--- config.mk ---
export PLATFORM = sky130hd
export DESIGN_NAME = ordered_list_append_delete_by_value
export DESIGN_NICKNAME = d
export VERILOG_FILES = /design/src/design/olad_pkg.sv /design/src/design/olad_cell.sv /design/src/design/ordered_list_append_delete_by_value.sv
export SDC_FILE = /design/constraint.sdc
export NUM_CORES = 2
export LEC_CHECK = 0
export ABC_AREA = 0
export BUFFER_PORTS_ARGS = -buffer_cell sky130_fd_sc_hd__buf_2
export CAP_MARGIN = 15
export CORE_MARGIN = 5
export CORE_UTILIZATION = 57
export DETAILED_ROUTE_END_ITERATION = 8
export GPL_ROUTABILITY_DRIVEN = 1
export PLACE_DENSITY = 0.77
export SYNTH_ARGS = -nofsm -noshare
export SYNTH_HDL_FRONTEND = slang
export SYNTH_SLANG_ARGS = --single-unit
--- constraint.sdc ---
create_clock -name clk -period 5.85 [get_ports clk]
set_clock_uncertainty 0.05 [all_clocks]
set_input_delay 1.17 -clock clk [delete_from_list [all_inputs] [get_ports clk]]
set_output_delay 1.17 -clock clk [all_outputs]
set_load 0.01 [all_outputs]
--- src/design/olad_pkg.sv ---
// Types and codes shared by the ordered list block, its cells and its checker.
package olad_pkg;

    localparam int VALUE_W = 32;
    localparam int COUNT_W = 5;

    // action codes
    localparam logic ACT_APPEND = 1'b0;
    localparam logic ACT_DELETE = 1'b1;

    // status codes
    localparam logic [1:0] ST_DONE     = 2'd0;
    localparam logic [1:0] ST_FULL     = 2'd1;
    localparam logic [1:0] ST_EMPTY    = 2'd2;
    localparam logic [1:0] ST_NOTFOUND = 2'd3;

    typedef struct packed {
        logic                      action;
        logic signed [VALUE_W-1:0] value;
    } req_word_t;

    typedef struct packed {
        logic [1:0]                status;
        logic [COUNT_W-1:0]        entry_count;
        logic signed [VALUE_W-1:0] first_value;
        logic signed [VALUE_W-1:0] last_value;
    } rsp_word_t;

    // command broadcast from the control to every cell
    typedef struct packed {
        logic                      append_en;
        logic                      delete_en;
        logic signed [VALUE_W-1:0] value;
    } cell_cmd_t;

endpackage

--- src/design/olad_cell.sv ---
// One list position: holds an entry, compares it, and shifts toward the head.
module olad_cell #(
    parameter int IDX = 0,
    parameter int CW  = 5
) (
    input  logic                              clk,
    input  olad_pkg::cell_cmd_t               cmd,
    input  logic [CW-1:0]                     count,
    input  logic signed [olad_pkg::VALUE_W-1:0] right_entry,
    input  logic                              found_in,
    input  logic signed [olad_pkg::VALUE_W-1:0] tail_in,
    output logic signed [olad_pkg::VALUE_W-1:0] entry,
    output logic                              found_out,
    output logic signed [olad_pkg::VALUE_W-1:0] tail_out
);

    localparam logic [CW-1:0] POS  = CW'(IDX);
    localparam logic [CW-1:0] NEXT = CW'(IDX + 1);

    logic signed [olad_pkg::VALUE_W-1:0] entry_reg;
    logic signed [olad_pkg::VALUE_W-1:0] entry_next;
    logic                                occupied;
    logic                                hit;
    logic                                is_tail;

    assign occupied = count > POS;
    assign is_tail  = count == NEXT;

    // Flag a match here and pass on any match nearer the head
    assign hit       = occupied && (entry_reg == cmd.value);
    assign found_out = found_in | hit;

    // Pass the tail entry down the row
    assign tail_out = is_tail ? entry_reg : tail_in;

    // Write on append into the free slot, pull from the right on delete
    always_comb
    begin
        entry_next = entry_reg;
        if (cmd.append_en && (count == POS))
        begin
            entry_next = cmd.value;
        end
        else if (cmd.delete_en && occupied && found_out)
        begin
            entry_next = right_entry;
        end
    end

    always_ff @(posedge clk)
    begin
        entry_reg <= entry_next;
    end

    assign entry = entry_reg;

endmodule

--- src/design/ordered_list_append_delete_by_value.sv ---
// Ordered list of up to DEPTH signed 32-bit values with append at the tail and
// delete of the first entry that equals a given value. Every position is a cell
// that compares its entry with the request value and shifts from its right
// neighbor in the same cycle, so a request is fully applied at the edge that
// accepts it; the result word is built from the updated cells in the following
// cycle and is then registered onto rsp, later only while an earlier result
// word is held by rsp_stall. The
// block takes one request word per cycle for as long as the result side keeps
// taking words; a single pending stage plus the output register set that rate.
// Entries hold no reset value; only positions below the count are ever read.
module ordered_list_append_delete_by_value #(
    parameter int DEPTH = 16
) (
    input  logic                clk,
    input  logic                rst_n,
    input  logic                req_valid,
    output logic                req_stall,
    input  olad_pkg::req_word_t req,
    output logic                rsp_valid,
    input  logic                rsp_stall,
    output olad_pkg::rsp_word_t rsp
);

    localparam int CW = $clog2(DEPTH + 1);
    localparam logic [CW-1:0] FULL_COUNT = CW'(DEPTH);

    logic [CW-1:0]          count_reg;
    logic [CW-1:0]          count_next;
    logic                   pend_vld_reg;
    logic                   pend_vld_next;
    logic [1:0]             pend_status_reg;
    logic [1:0]             pend_status_next;
    logic                   rsp_vld_reg;
    logic                   rsp_vld_next;
    olad_pkg::rsp_word_t    rsp_word_reg;
    olad_pkg::rsp_word_t    rsp_word_next;

    logic                   accept;
    logic                   move;
    logic                   is_full;
    logic                   is_empty;
    logic                   found;
    logic [31:0]            count_wide;
    olad_pkg::cell_cmd_t    cmd;

    logic signed [olad_pkg::VALUE_W-1:0] entry_q    [DEPTH];
    logic                                found_chain[DEPTH+1];
    logic signed [olad_pkg::VALUE_W-1:0] tail_chain [DEPTH+1];

    // Handshake: hold the request while the pending result cannot advance
    assign move      = pend_vld_reg && (!rsp_vld_reg || !rsp_stall);
    assign req_stall = pend_vld_reg && !move;
    assign accept    = req_valid && !req_stall;

    assign is_full  = count_reg == FULL_COUNT;
    assign is_empty = count_reg == '0;

    // Broadcast the command to the row
    assign cmd.append_en = accept && (req.action == olad_pkg::ACT_APPEND) && !is_full;
    assign cmd.delete_en = accept && (req.action == olad_pkg::ACT_DELETE);
    assign cmd.value     = req.value;

    assign found_chain[0] = 1'b0;
    assign tail_chain[0]  = '0;

    // Row of cells, head at position zero
    for (genvar i = 0; i < DEPTH; i++)
    begin : g_cell
        logic signed [olad_pkg::VALUE_W-1:0] right_entry;
        if (i < DEPTH - 1)
        begin : g_mid
            assign right_entry = entry_q[i+1];
        end
        else
        begin : g_end
            assign right_entry = entry_q[i];
        end

        olad_cell #(
            .IDX (i),
            .CW  (CW)
        ) u_cell (
            .clk         (clk),
            .cmd         (cmd),
            .count       (count_reg),
            .right_entry (right_entry),
            .found_in    (found_chain[i]),
            .tail_in     (tail_chain[i]),
            .entry       (entry_q[i]),
            .found_out   (found_chain[i+1]),
            .tail_out    (tail_chain[i+1])
        );
    end

    assign found = found_chain[DEPTH];

    // Decide status and new count
    always_comb
    begin
        count_next       = count_reg;
        pend_status_next = pend_status_reg;
        if (accept)
        begin
            if (req.action == olad_pkg::ACT_APPEND)
            begin
                if (is_full)
                begin
                    pend_status_next = olad_pkg::ST_FULL;
                end
                else
                begin
                    pend_status_next = olad_pkg::ST_DONE;
                    count_next       = count_reg + CW'(1);
                end
            end
            else if (is_empty)
            begin
                pend_status_next = olad_pkg::ST_EMPTY;
            end
            else if (!found)
            begin
                pend_status_next = olad_pkg::ST_NOTFOUND;
            end
            else
            begin
                pend_status_next = olad_pkg::ST_DONE;
                count_next       = count_reg - CW'(1);
            end
        end
    end

    // Track the pending result and the output slot
    always_comb
    begin
        pend_vld_next = pend_vld_reg;
        if (accept)
        begin
            pend_vld_next = 1'b1;
        end
        else if (move)
        begin
            pend_vld_next = 1'b0;
        end

        rsp_vld_next = rsp_vld_reg;
        if (move)
        begin
            rsp_vld_next = 1'b1;
        end
        else if (!rsp_stall)
        begin
            rsp_vld_next = 1'b0;
        end
    end

    // Build the result word from the updated cells
    assign count_wide = 32'(count_reg);

    always_comb
    begin
        rsp_word_next.status      = pend_status_reg;
        rsp_word_next.entry_count = count_wide[olad_pkg::COUNT_W-1:0];
        rsp_word_next.first_value = is_empty ? '0 : entry_q[0];
        rsp_word_next.last_value  = tail_chain[DEPTH];
    end

    always_ff @(posedge clk or negedge rst_n)
    begin
        if (!rst_n)
        begin
            count_reg       <= '0;
            pend_vld_reg    <= 1'b0;
            pend_status_reg <= olad_pkg::ST_DONE;
            rsp_vld_reg     <= 1'b0;
        end
        else
        begin
            count_reg       <= count_next;
            pend_vld_reg    <= pend_vld_next;
            pend_status_reg <= pend_status_next;
            rsp_vld_reg     <= rsp_vld_next;
        end
    end

    // Load the output word when the pending result advances
    always_ff @(posedge clk)
    begin
        if (move)
        begin
            rsp_word_reg <= rsp_word_next;
        end
    end

    assign rsp_valid = rsp_vld_reg;
    assign rsp       = rsp_word_reg;

endmodule

==> Yosys cells after proc, flatten, opt, wreduce, memory -nomap -nowiden <==
Cells that the tools add are included.
{ "classes": {"addsub": 2, "n_lt_le_gt_ge": 16, "eq_ne": 36, "muxes": 58, "bitwise": 16, "n_reduce_logical": 92} }
{ "ops": {"columns": ["op", "count"], "rows": [
  ["$mux 32", 46],
  ["$eq 32x32->1", 16],
  ["$logic_and 1x1->1", 68],
  ["$eq 5x4->1 const B", 8],
  ["$gt 5x4->1 const B", 8],
  ["$reduce_bool 2->1", 16],
  ["$eq 5x3->1 const B", 4],
  ["$gt 5x3->1 const B", 4],
  ["$mux 5", 4],
  ["$or 1x1->1", 15],
  ["$eq 5x2->1 const B", 2],
  ["$gt 5x1->1 const B", 2],
  ["$gt 5x2->1 const B", 2],
  ["$mux 2", 3],
  ["$add 5x1->5 const B", 1],
  ["$eq 5x1->1 const B", 1],
  ["$eq 5x5->1 const B", 1],
  ["$logic_not 1->1", 5],
  ["$logic_not 5->1", 1],
  ["$mux 1", 5],
  ["$sub 5x1->5 const B", 1],
  ["$ne 2x1->1 const B", 2],
  ["$ne 2x2->1 const B", 2],
  ["$reduce_and 4->1", 1],
  ["2 further kinds", 2]
]} }
{ "totals": {"register_bits": 592, "word_cells": 244} }

==> Logic depth before layout (Yosys ltp) <==
{ "logic_depth": {"word_depth": 20, "ltp_mapped": 14, "depth_no_buf": 11} }

==> By module <==
Synthesis repeated with hierarchy kept, for this count alone.
{ "hier_totals": {"hier_cells": 2655, "hier_area_um2": 38250.4} }
{ "by_module_without_submodules": {"columns": ["mod", "n_inst", "cells_per_inst", "area_each_um2", "seq_area_each_um2"], "rows": [
  ["olad_cell (g_cell[14].u_cell ...)", 2, 154, 2153.3, 960.9],
  ["ordered_list_append_delete_by_value", 1, 169, 2939.1, 2357.3],
  ["olad_cell (g_cell[3].u_cell)", 1, 156, 2309.7, 960.9],
  ["olad_cell (g_cell[6].u_cell)", 1, 155, 2298.5, 960.9],
  ["olad_cell (g_cell[12].u_cell)", 1, 156, 2292.2, 960.9],
  ["olad_cell (g_cell[13].u_cell)", 1, 154, 2288.4, 960.9],
  ["olad_cell (g_cell[1].u_cell)", 1, 155, 2275.9, 960.9],
  ["olad_cell (g_cell[10].u_cell)", 1, 155, 2259.7, 960.9],
  ["olad_cell (g_cell[5].u_cell)", 1, 159, 2214.6, 960.9],
  ["olad_cell (g_cell[7].u_cell)", 1, 156, 2210.9, 960.9],
  ["olad_cell (g_cell[11].u_cell)", 1, 156, 2153.3, 960.9],
  ["olad_cell (g_cell[8].u_cell)", 1, 154, 2150.8, 960.9],
  ["olad_cell (g_cell[2].u_cell)", 1, 154, 2145.8, 960.9],
  ["olad_cell (g_cell[9].u_cell)", 1, 156, 2144.6, 960.9],
  ["+2 rows", null, null, null, null]
]} }

==> Least setup slack after synthesis <==
No wires, ideal clock.
{ "synth_timing": {"kind": "input to register", "startpoint": "in rsp_stall", "endpoint": "reg rsp_word_reg (netlist bit rsp[0]) (enable)", "setup_time_ps": 608, "arrival_time_ps": 6340, "slack_ps": -1148, "stages": 1, "path_cell_list": "a21boi_0"} }
{ "synth_between": {"elab_chain_cells": 3} }
{ "synth_lines": {"columns": ["item", "line_no", "rtl"], "rows": [
  ["start: declaration", "ordered_list_append_delete_by_value.sv:20", "input logic rsp_stall,"],
  ["$logic_not 1->1", null, null],
  ["$logic_or 1x1->1", "ordered_list_append_delete_by_value.sv:51", "assign move = pend_vld_reg && (!rsp_vld_reg || !rsp_stall);"],
  ["$logic_and 1x1->1", "ordered_list_append_delete_by_value.sv:51", null],
  ["end signal: assignment", "ordered_list_append_delete_by_value.sv:190", "rsp_word_reg <= rsp_word_next;"],
  ["end: declaration", "ordered_list_append_delete_by_value.sv:35", "olad_pkg::rsp_word_t rsp_word_reg;"]
]} }
Every way passes these cells.
A chain may end at the register's enable or synchronous reset.

==> Worst setup path after layout <==
{ "layout_timing": {"startpoint": "reg count_reg[1]", "endpoint": "reg rsp_word_reg (netlist bit rsp[20]), data pin"} }
{ "layout_between": {"elab_chain_cells": 17, "word_cells_on_any_way": 32, "classes_between": "eq/ne (16); mux (16)"} }
{ "layout_lines": {"columns": ["item", "line_no", "rtl"], "rows": [
  ["start: declaration", "ordered_list_append_delete_by_value.sv:27", "logic [CW-1:0] count_reg;"],
  ["start signal: assignment", "ordered_list_append_delete_by_value.sv:178", "count_reg <= count_next;"],
  ["$eq 5x1->1", "olad_cell.sv:27", "assign is_tail = count == NEXT;"],
  ["$mux 32 (15 in series)", "olad_cell.sv:34", "assign tail_out = is_tail ? entry_reg : tail_in;"],
  ["$mux 32 (*)", "olad_cell.sv:34", null],
  ["via g_cell[15].u_cell.tail_out (one bit)", "olad_cell.sv:14", "output logic signed [olad_pkg::VALUE_W-1:0] tail_out"]
]} }
Mark *: on every way through the listed nets, which the timed path passes. The rest lies on a longest branch.

==> flow_metrics.tcl <==
set metrics [dict create \
    seq_area_sq_mm 0.0177 \
    final.min_clock_period_ns 4.95 \
    netlist_top_cells_area "edfxtp_1, mux2_2, xor2_1" \
    slew_headroom_pct 18.7 \
    cts_hold_buffers 0 \
    firstDrtPassIters 7 \
    clkTransAtPathRegs_ns 0.06 \
    syn_nets 2937 \
    hold_class "in2async" \
    crit_path_end_kind "register" \
    grt_overflow_total 0 \
    drtIter0Drc 4908 \
    synth_cell_types 66 \
    crit_path_start_kind "register" \
    irDropWorstVdd_v 0.000266 \
    synth_edf_count 583 \
    multi_input_area_sq_mm 0.0161 \
    clk_latency_ns 0.63 \
    avgSynthCellArea_sq_um 12.1 \
    synth_warnings 0 \
    drive_above_1_share_pct 28.4 \
    rows 90 \
    outcome "completed" \
    grt_max_degree 53 \
    grt_pass1_vias 25500 \
    die_h_microns 257 \
    routed_wirelength_mm 139 \
    post_drt_wl_per_cell_microns 36.8 \
    crit_chain "ha_1 -> buf_4 -> nor2b_1 -> and2_1 -> buf_4 -> nor3_1 -> a221oi_1 -> nor2_1 -> a211oi_1 -> a211oi_1 -> o22ai_1 -> a31oi_1" \
    setup_violations 0 \
    async_flop_share_pct 1.52 \
    antenna_left 0 \
    initial_utilization_pct 57.7 \
    worstMarginPinSlew_ns 1.21 \
    critPathKind "reg2reg" \
    yosysTopAreaCellShare_pct 50.2 \
    finalMaxSlewViolations 0 \
    hold_violations 0 \
    cellPowerDensity_mw_per_mm2 310 \
    cp_data_arrival_time_ns 5.24 \
    cp.required_ns 6.13 \
    rsz0062_at_grt "no" \
    antenna_found_initial 7 \
    num_vias 27000 \
    die_x_microns 257 \
    fin_nets 2974 \
    max_stage_delay_ns 0.64 \
    leakagePower_nw 13.1 \
    n_fill_cell 4689 \
    cts_buffers 67 \
    ys_seq_area_share_pct 50.8 \
    largest_reg_flops 512 \
    finish.instance_area_sq_mm 0.0386 \
    cts_tree "done" \
    final_util_pct 63.9 \
    crit_path_top_delay_cell "and2_1" \
    grt_pass1_wl_mm 194 \
    drc 0 \
    grtUsageTotal_pct 40.4 \
    netlist_area_sq_mm 0.0349 \
    ios 110 \
    dp_hpwl_mm 99.1 \
    routabilityCongestion 1.08 \
    final.period_utilization_pct 84.7 \
    post_cts_resized 0 \
    postCtsSetupBuffers 0 \
    mostFrequentLayoutCells "edfxtp_1, mux2_2, xor2_1, xnor2_1, nand2_1" \
    synth_ff_type "edfxtp_1" \
    post_dp_cell_area_sq_mm 0.0365 \
    maxCapViolCount 0 \
    cts-root-buf "clkbuf_16" \
    place_ws_ns 0.786 \
    fin_ws_ns 0.898 \
    yosysTopAreaCell "edfxtp_1" \
    area_delta_synth_final_pct 10.7 \
    design.core.area_sq_mm 0.0605 \
    cts.sinks 592 \
    die_area_sq_mm 0.0663 \
    final_common_cell "edfxtp_1" \
    avgViaCountPerCell 7.17 \
    worstPathMaxFanout 13 \
    synthCells 2894 \
    cts-htree-levels 3 \
    io_buffers 109 \
    fmax_mhz 202 \
    tns_ns 0 \
    ys_ff_latch 592 \
    cts_buffer_depth 3 \
]
kinds of logic after synthesis:
logic type | count (synthesis) | share of synthesized area, %
buffers and inverters | 285 | 3.60
AO/OA/AOI/OAI | 402 | 7.95
adder cells (fa/ha/maj) | 6 | 0.215
multiplexers | 480 | 15.5
XOR/XNOR | 513 | 12.9
AND/OR/NAND/NOR | 616 | 9.03
flip-flops | 592 | 50.8
worst max-delay path, delay by kind of cell (launching register included):
family | cells | cell delay, ns
buffers and inverters | 2 | 0.56
adder cells (fa/ha/maj) | 1 | 0.22
flip-flops | 1 | 0.57
AO/OA/AOI/OAI | 5 | 1.87
AND/OR/NAND/NOR | 4 | 1.38
through the flow:
stage                     instances  hold slack, ns  power, mW
after floorplan                2894           0.370       6.50
after global placement         3642           0.381       7.73
after detailed placement       3642           0.385       7.74
after CTS                      3759           0.338       11.8
after global routing           3764           0.352       12.2
final                          3765           0.342       12.0
final cells by class:
type                       count  area share [%]
multi-input combinational   2017            41.7
antenna                        4          0.0259
clock inverter                30           0.664
tap                          782            2.53
sequential                   592            45.9
timing repair buffer         244            4.42
inverter                       9          0.0874
clock buffer                  87            4.72
final timing paths:
path,depth (start not counted),slack (ns),from,end
hold / removal,1,0.34,rst_n,pend_status_reg[0]$_DFFE_PN0P_
min in group clk,0,0.40,pend_status_reg[0]$_DFFE_PN0P_,rsp[69]$_DFFE_PP_
max in group asynchronous,1,5.22,rst_n,rsp_valid$_DFFE_PN0P_
setup reg to reg,12,0.90,count_reg[1]$_DFFE_PN0P_,rsp[20]$_DFFE_PP_
setup / recovery,12,0.90,count_reg[1]$_DFFE_PN0P_,rsp[20]$_DFFE_PP_
hold reg to reg,0,0.40,pend_status_reg[0]$_DFFE_PN0P_,rsp[69]$_DFFE_PP_
routing by layer:
layer	up-vias	GRT usage [%]	part of all wire (%)
li1	11000	-	-
met5	-	0	0.025
met4	4	22.6	7.3
met3	405	13.8	15
met1	13300	55.0	37
met2	2367	56.6	41
synth_stat cells (all sizes together), types with 21 or more instances:
master / count
nor4: 88
mux2: 480
nand4: 66
o21ai: 91
a221o: 21
xnor2: 199
and2: 36
o22ai: 21
a211oi: 33
clkbuf: 163
nand3: 97
a21oi: 62
buf: 113
nand2: 130
nor3: 25
xor2: 314
a221oi: 46
nor2: 104
edfxtp: 583
a22oi: 29
power breakdown:
group	switching [mW]	internal [mW]	leakage, nW
registers	0.136	4.88	5.39
clock network	1.81	2.34	1.02
logic	1.97	0.832	6.71
Power figures use the tool's default switching activity.
